[src/rtl/lps_pkg.sv]
// ----------------------------------------------------------------------------
// lps_pkg
// Shared constants and codes for the line pixel stepper.
// ----------------------------------------------------------------------------
package lps_pkg;

  // Default coordinate width
  localparam int unsigned COORD_BITS_DEF = 12;

  // Fixed field widths
  localparam int unsigned OFFSET_W   = 28;
  localparam int unsigned BPP_W      = 6;
  localparam int unsigned STRIDE_W   = 16;
  localparam int unsigned CFG_ADDR_W = 1;
  localparam int unsigned CFG_DATA_W = 16;

  // Register reset values
  localparam logic [BPP_W-1:0]    BPP_RESET    = 6'd32;
  localparam logic [STRIDE_W-1:0] STRIDE_RESET = 16'd4096;

  // Item kinds carried on in_tuser
  localparam logic MODE_LOAD = 1'b0;
  localparam logic MODE_STEP = 1'b1;

  // Configuration register indexes
  typedef enum logic [CFG_ADDR_W-1:0] {
    REG_BPP    = 1'b0,
    REG_STRIDE = 1'b1
  } cfg_reg_t;

endpackage

[src/rtl/line_pixel_stepper_core.sv]
// ----------------------------------------------------------------------------
// line_pixel_stepper_core
// All-octant Bresenham line rasteriser with frame buffer byte offset.
// ----------------------------------------------------------------------------
// Takes one item per clock while in_tready is high, loads and steps alike, with no gaps.
// A load item (in_tuser = 0) latches a line; each step item (in_tuser = 1)
// returns the current pixel, its byte offset floor(x*bpp/8) + y*stride and
// a last flag through the registered output stage, then moves along the line. Steps
// with no active line, and all loads, return nothing. The Bresenham state
// (error term and coordinates) updates in the cycle an item is taken, so the
// error compare-and-add sets the one-item-per-clock figure. Results sit in an
// output register backed by a skid register; in_tready drops only when both
// hold a result that has not been taken.
// ----------------------------------------------------------------------------
module line_pixel_stepper_core #(
  parameter int unsigned COORD_BITS = lps_pkg::COORD_BITS_DEF,
  localparam int unsigned IN_DATA_W  = ((4 * COORD_BITS + 7) / 8) * 8,
  localparam int unsigned OUT_DATA_W =
    ((2 * COORD_BITS + lps_pkg::OFFSET_W + 7) / 8) * 8
) (
  input  logic                            clk,
  input  logic                            rst_n,
  // configuration write port
  input  logic                            cfg_we,
  input  logic [lps_pkg::CFG_ADDR_W-1:0]  cfg_addr,
  input  logic [lps_pkg::CFG_DATA_W-1:0]  cfg_wdata,
  // input items
  input  logic                            in_tvalid,
  output logic                            in_tready,
  input  logic [IN_DATA_W-1:0]            in_tdata,   // start_x, start_y, end_x, end_y
  input  logic                            in_tuser,   // mode
  // result items
  output logic                            out_tvalid,
  input  logic                            out_tready,
  output logic [OUT_DATA_W-1:0]           out_tdata,  // pix_x, pix_y, byte_offset
  output logic                            out_tlast   // last
);
  import lps_pkg::*;

  localparam int unsigned CW    = COORD_BITS;
  localparam int unsigned EW    = CW + 1;
  localparam int unsigned WW    = CW + 3;
  localparam int unsigned XP_W  = CW + BPP_W;
  localparam int unsigned YP_W  = CW + STRIDE_W;
  localparam int unsigned SUM_W = ((YP_W > OFFSET_W) ? YP_W : OFFSET_W) + 1;
  localparam logic [CW-1:0] C_ONE = CW'(1);

  typedef struct packed {
    logic                last;
    logic [OFFSET_W-1:0] off;
    logic [CW-1:0]       y;
    logic [CW-1:0]       x;
  } res_t;

  // Configuration registers
  logic [BPP_W-1:0]    bpp_r;
  logic [STRIDE_W-1:0] stride_r;

  // Line state
  logic [CW-1:0]        cur_x_r, cur_y_r, target_x_r, target_y_r;
  logic [CW-1:0]        delta_x_r, delta_y_r;
  logic                 dir_x_neg_r, dir_y_neg_r;
  logic signed [EW-1:0] error_term_r;
  logic                 active_r;

  logic [CW-1:0]        cur_x_nxt, cur_y_nxt, target_x_nxt, target_y_nxt;
  logic [CW-1:0]        delta_x_nxt, delta_y_nxt;
  logic                 dir_x_neg_nxt, dir_y_neg_nxt;
  logic signed [EW-1:0] error_term_nxt;
  logic                 active_nxt;

  // Output stage
  res_t main_r, main_nxt, skid_r, skid_nxt, res_new;
  logic main_valid_r, main_valid_nxt, skid_valid_r, skid_valid_nxt;

  logic in_fire, push, main_free;

  // Load fields
  logic [CW-1:0]        sx, sy, ex, ey, dx_ld, dy_ld;
  logic signed [EW-1:0] half_dx, half_dy, err_ld;

  // Step datapath
  logic signed [WW-1:0] err_w, dx_w, dy_w, err_step;
  logic                 step_x, step_y, last_v;
  logic [CW-1:0]        x_adv, y_adv;
  logic [XP_W-1:0]      xprod;
  logic [YP_W-1:0]      yprod;
  logic [SUM_W-1:0]     off_sum;

  assign in_tready = !skid_valid_r;
  assign in_fire   = in_tvalid && in_tready;
  assign push      = in_fire && (in_tuser == MODE_STEP) && active_r;
  assign main_free = !main_valid_r || out_tready;

  // Write configuration registers
  always_ff @(posedge clk) begin
    if (!rst_n) begin
      bpp_r    <= BPP_RESET;
      stride_r <= STRIDE_RESET;
    end else if (cfg_we) begin
      unique case (cfg_reg_t'(cfg_addr))
        REG_BPP:    bpp_r    <= cfg_wdata[BPP_W-1:0];
        REG_STRIDE: stride_r <= cfg_wdata[STRIDE_W-1:0];
        default:    ;
      endcase
    end
  end

  // Unpack load coordinates and derive deltas and starting error
  assign sx = in_tdata[CW-1:0];
  assign sy = in_tdata[2*CW-1:CW];
  assign ex = in_tdata[3*CW-1:2*CW];
  assign ey = in_tdata[4*CW-1:3*CW];

  assign dx_ld   = (sx > ex) ? (sx - ex) : (ex - sx);
  assign dy_ld   = (sy > ey) ? (sy - ey) : (ey - sy);
  assign half_dx = $signed({2'b00, dx_ld[CW-1:1]});
  assign half_dy = $signed({2'b00, dy_ld[CW-1:1]});
  assign err_ld  = (dx_ld > dy_ld) ? half_dx : -half_dy;

  // Bresenham step: decide the axes to move and the new error
  assign err_w  = WW'(error_term_r);
  assign dx_w   = $signed({3'b000, delta_x_r});
  assign dy_w   = $signed({3'b000, delta_y_r});
  assign step_x = err_w > -dx_w;
  assign step_y = err_w < dy_w;

  always_comb begin
    err_step = err_w;
    if (step_x) begin
      err_step = err_step - dy_w;
    end
    if (step_y) begin
      err_step = err_step + dx_w;
    end
  end

  assign x_adv  = step_x ? (dir_x_neg_r ? cur_x_r - C_ONE : cur_x_r + C_ONE) : cur_x_r;
  assign y_adv  = step_y ? (dir_y_neg_r ? cur_y_r - C_ONE : cur_y_r + C_ONE) : cur_y_r;
  assign last_v = (x_adv == target_x_r) && (y_adv == target_y_r);

  // Next line state
  always_comb begin
    cur_x_nxt      = cur_x_r;
    cur_y_nxt      = cur_y_r;
    target_x_nxt   = target_x_r;
    target_y_nxt   = target_y_r;
    delta_x_nxt    = delta_x_r;
    delta_y_nxt    = delta_y_r;
    dir_x_neg_nxt  = dir_x_neg_r;
    dir_y_neg_nxt  = dir_y_neg_r;
    error_term_nxt = error_term_r;
    active_nxt     = active_r;
    if (in_fire) begin
      priority if (in_tuser == MODE_LOAD) begin
        cur_x_nxt      = sx;
        cur_y_nxt      = sy;
        target_x_nxt   = ex;
        target_y_nxt   = ey;
        delta_x_nxt    = dx_ld;
        delta_y_nxt    = dy_ld;
        dir_x_neg_nxt  = !(sx < ex);
        dir_y_neg_nxt  = !(sy < ey);
        error_term_nxt = err_ld;
        active_nxt     = (sx != ex) || (sy != ey);
      end else if (active_r) begin
        cur_x_nxt      = x_adv;
        cur_y_nxt      = y_adv;
        error_term_nxt = err_step[EW-1:0];
        active_nxt     = !last_v;
      end else begin
        // idle step: nothing changes
      end
    end
  end

  always_ff @(posedge clk) begin
    if (!rst_n) begin
      active_r <= 1'b0;
    end else begin
      active_r <= active_nxt;
    end
  end

  always_ff @(posedge clk) begin
    cur_x_r      <= cur_x_nxt;
    cur_y_r      <= cur_y_nxt;
    target_x_r   <= target_x_nxt;
    target_y_r   <= target_y_nxt;
    delta_x_r    <= delta_x_nxt;
    delta_y_r    <= delta_y_nxt;
    dir_x_neg_r  <= dir_x_neg_nxt;
    dir_y_neg_r  <= dir_y_neg_nxt;
    error_term_r <= error_term_nxt;
  end

  // Byte offset of the current pixel
  assign xprod   = XP_W'(cur_x_r) * XP_W'(bpp_r);
  assign yprod   = YP_W'(cur_y_r) * YP_W'(stride_r);
  assign off_sum = SUM_W'(xprod >> 3) + SUM_W'(yprod);

  assign res_new.x    = cur_x_r;
  assign res_new.y    = cur_y_r;
  assign res_new.off  = off_sum[OFFSET_W-1:0];
  assign res_new.last = last_v;

  // Output register with skid: drain skid first, park a new item if stalled
  always_comb begin
    main_nxt       = main_r;
    main_valid_nxt = main_valid_r;
    skid_nxt       = skid_r;
    skid_valid_nxt = skid_valid_r;
    if (main_free) begin
      if (skid_valid_r) begin
        main_nxt       = skid_r;
        main_valid_nxt = 1'b1;
        skid_valid_nxt = 1'b0;
      end else begin
        main_nxt       = res_new;
        main_valid_nxt = push;
      end
    end else if (push) begin
      skid_nxt       = res_new;
      skid_valid_nxt = 1'b1;
    end
  end

  always_ff @(posedge clk) begin
    if (!rst_n) begin
      main_valid_r <= 1'b0;
      skid_valid_r <= 1'b0;
    end else begin
      main_valid_r <= main_valid_nxt;
      skid_valid_r <= skid_valid_nxt;
    end
  end

  always_ff @(posedge clk) begin
    main_r <= main_nxt;
    skid_r <= skid_nxt;
  end

  assign out_tvalid = main_valid_r;
  assign out_tdata  = OUT_DATA_W'({main_r.off, main_r.y, main_r.x});
  assign out_tlast  = main_r.last;

endmodule

[config.mk]
export PLATFORM = sky130hd
export DESIGN_NAME = line_pixel_stepper_core
export DESIGN_NICKNAME = d
export VERILOG_FILES = /design/src/rtl/lps_pkg.sv /design/src/rtl/line_pixel_stepper_core.sv
export SDC_FILE = /design/constraint.sdc
export NUM_CORES = 1
export LEC_CHECK = 0
export BUFFER_PORTS_ARGS = -buffer_cell sky130_fd_sc_hd__clkbuf_2
export CAP_MARGIN = 15
export CORE_ASPECT_RATIO = 0.9
export CORE_UTILIZATION = 30
export CTS_CLUSTER_SIZE = 30
export DETAILED_ROUTE_END_ITERATION = 8
export REMOVE_ABC_BUFFERS = 1
export SETUP_SLACK_MARGIN = 0.2
export SLEW_MARGIN = 30
export SYNTH_ARGS = -nofsm -noshare
export SYNTH_HDL_FRONTEND = slang
export SYNTH_SLANG_ARGS = --single-unit
[constraint.sdc]
create_clock -name clk -period 11.4 [get_ports clk]
set_clock_uncertainty 0.05 [all_clocks]
set_input_delay 1.71 -clock clk [delete_from_list [all_inputs] [get_ports clk]]
set_output_delay 1.71 -clock clk [all_outputs]
set_load 0.01 [all_outputs]
# --- Yosys cells after proc, flatten, opt, wreduce, memory -nomap -nowiden ---
# Index checks and enable logic that the tools add are counted.
op_classes:
  mux: 19
  n_eq_ne: 5
  n_addsub: 13
  multipliers: 2
  bitwise_logic: 4
  n_reduce_logical: 17
  n_lt_le_gt_ge: 7
op_table:
  columns: ["operator", "n"]
  rows:
  - ["12-bit two-way mux", 10]
  - ["13-bit two-way mux", 5]
  - ["53-bit two-way mux", 1]
  - ["12-bit subtractor", 4]
  - ["12-bit > comparator", 3]
  - ["15-bit by 28-bit adder with 28-bit output", 1]
  - ["12-bit by 16-bit multiplier with 28-bit output", 1]
  - ["12-bit by 1-bit adder with 12-bit output (second input constant)", 2]
  - ["12-bit == test", 2]
  - ["12-bit < comparator", 2]
  - ["12-bit != test", 2]
  - ["12-bit by 1-bit subtractor with 12-bit output (second input constant)", 2]
  - ["12-bit by 6-bit multiplier with 18-bit output", 1]
  - ["13-bit by 15-bit > comparator with 1-bit output", 1]
  - ["12-bit negation with 15-bit output", 1]
  - ["13-bit adder", 1]
  - ["13-bit < comparator", 1]
  - ["11-bit negation with 13-bit output", 1]
  - ["13-bit subtractor", 1]
  - ["2-bit AND reduction", 5]
  - ["1-bit logical NOT", 5]
  - ["1-bit logical AND", 4]
  - ["1-bit inverter", 4]
  - ["1-bit two-way mux", 3]
  - ["3 further kinds", 4]
word_totals:
  inputBits: 71
  ff_bits: 218

# --- Logic depth before layout (Yosys ltp) ---
depth:
  word_depth: 8
  mapped_depth: 35

# --- Worst setup path before layout ---
# Ideal clock, no wire load.
synth_path:
  kind: "reg-to-reg"
  startpoint: "reg cur_x_r[4]"
  endpoint: "reg main_r (netlist bit out_tdata[51]) (data pin)"
  stages_incl_launch_ff: 36
  path_slack_ps: 2532
  arrival_ps: 8558
  period_less_slack_ps: 8868
  required_time_ps: 11090
  path_cell_list: "edfxtp_1 > clkbuf_1 > and2_1 > fa_1 > inv_1 > fa_1 > fa_1 > inv_1 > ha_1 > a21o_1 > a21oi_1 > o21bai_1 > a21oi_1 > o21bai_1 > a211oi_1 > o21ai_0 > a31o_2 > a21oi_1 > xnor2_1 > fa_1 > inv_1 > fa_1 > fa_1 > fa_1 > inv_1 > ha_1 > a21o_1 > a21o_1 > a21oi_1 > o211ai_1 > o221ai_1 > o21ai_0 > a2111o_1 > a31oi_1 > xor2_1 > mux2_2"
synth_via:
  elab_chain_cells: 3
synth_lines:
  columns: ["item", "line", "source"]
  rows:
  - ["start: declaration", "line_pixel_stepper_core.sv:60", "logic [CW-1:0] cur_x_r, cur_y_r, target_x_r, target_y_r;"]
  - ["start signal: assignment", "line_pixel_stepper_core.sv:186", "cur_x_r <= cur_x_nxt;"]
  - ["12-bit by 6-bit multiplier with 18-bit output", "line_pixel_stepper_core.sv:198", "assign xprod = XP_W'(cur_x_r) * XP_W'(bpp_r);"]
  - ["15-bit by 28-bit adder with 28-bit output", "line_pixel_stepper_core.sv:200", "assign off_sum = SUM_W'(xprod >> 3) + SUM_W'(yprod);"]
  - ["named net off_sum[27]", "line_pixel_stepper_core.sv:88", "logic [SUM_W-1:0] off_sum;"]
  - ["53-bit two-way mux", "line_pixel_stepper_core.sv:214", "if (skid_valid_r) begin"]
  - ["end signal: assignment", "line_pixel_stepper_core.sv:239", "main_r <= main_nxt;"]
  - ["end: declaration", "line_pixel_stepper_core.sv:73", "res_t main_r, main_nxt, skid_r, skid_nxt, res_new;"]
# The timed path passes the listed nets, and every way through them passes these cells.
# A chain may end at the register's enable or synchronous reset.

# --- Worst setup path after layout ---
layout_path:
  startpoint: "reg cur_x_r[5]"
  endpoint: "reg main_r (netlist bit out_tdata[51]) (data pin)"
# Same word-level chain as after synthesis.

==> impl_metrics.yaml <==
sta:
  worst_pin_slew_ns: 0.934
  grt_setup_unrepaired: "no"
  period_share_pct: 85.5
  fin_setup_tns_ns: 0
  slew_viol_final: 0
  relSlewSlack_pct: 37.7
  hold_violations: 0
  fmax_mhz: 103
  timing.hold.ws_ns: 0.465
  setup_viol: 0
  period_needed_ns: 9.74
global_routing:
  antenna_found_initial: 1
  grt_pass1_vias: 16900
  grt_start_max_net_pins: 57
  grt_pass1_wl_mm: 94.0
  gr-usage-all-layers_pct: 15.2
  overflow: 0
setup_path:
  cp-start-kind: "flip-flop"
  crit_path_end_kind: "flip-flop"
  critical_path_class: "flip-flop to flip-flop"
  worst_path_largest_cell_delay_ns: 0.55
  crit_slowest_cell: "edfxtp_1"
  cp_data_arrival_time_ns: 10.02
  crit_fanout: 12
  worstPathRequired_ns: 11.68
  path_common_cell: "fa_1"
floorplan:
  io_pins: 130
  dieArea_mm2: 0.0779
  dieHeight_um: 265
  die_w_um: 294
  core_area_mm2: 0.0762
  rows: 96
  start_util_pct: 30.2
hold_path:
  worst_hold_path_type: "flip-flop to flip-flop"
final_layout:
  area_growth_pct: 12.2
  drive_above_1_share_pct: 11.3
  nets: 2998
  ff_latch_area_mm2: 0.00630
  multi_input_area_mm2: 0.0150
  fin_util_pct: 33.9
  nFillCells: 7837
  diodes: 0
  finish.instance_area_mm2: 0.0258
synthesis:
  synthCells: 2429
  syn-cell-area_mm2: 0.0230
  async_flop_share_pct: 0
  seq_area_frac_synth_pct: 27.3
  ys_warn_count: 0
  synth_ff_type: "edfxtp_1"
  synth.distinct_cells: 92
  synth-edff-count: 193
  syn_area_per_cell_um2: 9.48
  synth-seq-cells: 218
clock_network:
  cts_made_buffers: 28
  postCtsResizedCells: 0
  cts_max_level: 1
  clk_pin_slew_ns: 0.06
  clockBufferDepth: 3
  cts-hold-fix-buffers: 0
  cts_tree: "done"
  cts_setup_buffers: 0
  clk_latency_ns: 0.59
  clockRootBuffer: "clkbuf_16"
  clock_sinks: 218
placed_design:
  place_area_mm2: 0.0247
  place.detailed.hpwl_mm: 46.8
  portBuffers: 125
  gp_congestion: 0.846
drt:
  routedWlPerCell_um: 16.6
  wl_mm: 58.9
  vias: 17100
  via_per_inst: 4.80
  firstDrtPassIters: 5
  ant_nets: 0
  drtIter0Drc: 1034
  drcViolationCount: 0
outcome:
  status: "complete, no violations"
power_and_ir_drop:
  pwr-share-comb_pct: 51.4
  p_int_mw: 2.73
  finalPower_mw: 4.53
  seq_power_share_pct: 26.0
  powerDensity_mw_per_mm2: 175
  power_frac_clock_pct: 22.6
  leakage_nw: 11.4
  peakVddDrop_uv: 118
  p_switching_mw: 1.80
  sw_frac_of_total_pct: 39.8
job:
  drv_cap: 0
==> routing by layer <==
| metal | share of wire [%] | track usage, % | wire [um] | vias up |
|---|---|---|---|---|
| met5 | 0.019 | 0 | 11 | - |
| met4 | 2.3 | 3.55 | 1360 | 2 |
| met3 | 5.1 | 2.29 | 3030 | 75 |
| met2 | 45 | 24.6 | 26700 | 402 |
| met1 | 47 | 21.4 | 27800 | 8278 |
| li1 | - | - | - | 8314 |
==> flip-flops by register name, indices dropped and copies added, names as in the netlist <==
| name | flops |
|---|---|
| out_tdata | 52 |
| active_r | 1 |
| dir_y_neg_r | 1 |
| delta_y_r | 12 |
| stride_r | 16 |
| target_y_r | 12 |
| delta_x_r | 12 |
| cur_y_r | 12 |
| cur_x_r | 12 |
| skid_r | 53 |
| dir_x_neg_r | 1 |
| out_tvalid | 1 |
| bpp_r | 6 |
| error_term_r | 13 |
| out_tlast | 1 |
| skid_valid_r | 1 |
| target_x_r | 12 |
==> power groups by stage <==
stage          registers, mW  logic (mW)  clock network, mW
2_1_floorplan           1.20        1.75                  0
3_3_place_gp            1.19        2.29                  0
3_5_place_dp            1.20        2.32                  0
4_1_cts                 1.18        2.34               1.05
5_1_grt                 1.19        2.65               1.09
6_report                1.18        2.33               1.02
==> synth_stat cells (5+ instances only) <==
cell type,n,area [um2]
nand4_1,14,87.6
nor3_1,33,165
buf_4,5,37.5
a21boi_0,17,128
inv_1,356,1340
a311oi_1,5,43.8
clkbuf_1,77,289
and2_1,123,769
o21ai_0,62,310
mux2i_1,25,250
mux2_2,50,563
o21a_1,12,90.1
buf_2,7,35.0
a21o_1,33,248
a31oi_1,22,138
xor2_1,44,385
o21ai_1,7,35.0
edfxtp_1,193,5800
a211oi_1,14,105
nor2b_1,18,113
fa_1,203,4060
buf_1,11,41.3
o41ai_1,5,43.8
a21oi_1,125,626
nand2b_1,10,62.6
or3_1,11,68.8
o22ai_1,7,43.8
o31ai_1,7,52.6
and3_1,8,50.1
dfxtp_1,25,500
nand2_1,295,1110
o211a_1,5,50.1
o211ai_1,20,150
o21bai_1,19,143
a2111oi_0,5,43.8
xnor2_1,84,736
ha_1,217,2720
nand3_1,25,125
or2_2,7,43.8
nor2_1,120,450
nor4_1,8,50.1
==> kinds of logic (layout without fill, tap and decap cells) <==
family          after synthesis  count (layout)  share of synthesized area, %
xor+xnor                    132             132                          5.15
buf+inv                     459             556                          7.70
flops                       218             218                          27.3
mux                          76              76                          3.60
fa+ha+maj                   420             420                          29.4
simple gates                702             702                          14.6
other cells                   1               4                        0.0163
compound gates              421             421                          12.2
==> placed cells by master (no fill, tap or decap), types with 24 or more instances in the layout <==
master and instances:
inv_1 356, nand2_1 295, ha_1 217, fa_1 203, edfxtp_1 193, clkbuf_2 125
and2_1 123, a21oi_1 123, nor2_1 118, xnor2_1 84, o21ai_0 62, mux2_2 50
xor2_1 44, a21o_1 33, nor3_1 32, clkbuf_16 28, nand3_1 25, mux2i_1 25
dfxtp_1 24
==> stage by stage <==
stage | setup WS (ns) | instances
2_1_floorplan | 2.56 | 2329
3_3_place_gp | 1.72 | 3505
3_5_place_dp | 1.67 | 3505
4_1_cts | 1.64 | 3557
5_1_grt | 1.02 | 3558
6_report | 1.66 | 3558
==> cell type report <==
type | instances | share of cell area [%]
Sequential cell | 218 | 24.4
Tap cell | 1029 | 4.98
Clock buffer | 38 | 3.09
Inverter | 356 | 5.17
Clock inverter | 14 | 1.08
Timing Repair Buffer | 148 | 3.12
Multi-Input combinational cell | 1755 | 58.2
==> worst max-delay path: cells and delay by family, from the launching register on <==
| kind | cells | cell delay [ns] |
|---|---|---|
| mux | 1 | 0.27 |
| buf+inv | 4 | 0.18 |
| compound gates | 17 | 3.75 |
| xor+xnor | 2 | 0.23 |
| fa+ha+maj | 9 | 4.19 |
| simple gates | 1 | 0.25 |
| flops | 1 | 0.55 |
==> path summary, 6_finish.rpt <==
check        startpoint            end  slack, ns  depth (start not counted)
max          cur_x_r[5]  out_tdata[51]       1.66                         34
min          skid_r[31]  out_tdata[31]       0.46                          2
max reg2reg  cur_x_r[5]  out_tdata[51]       1.66                         34
min reg2reg  skid_r[31]  out_tdata[31]       0.46                          2
Note: power is estimated with default switching activity, not from simulation.
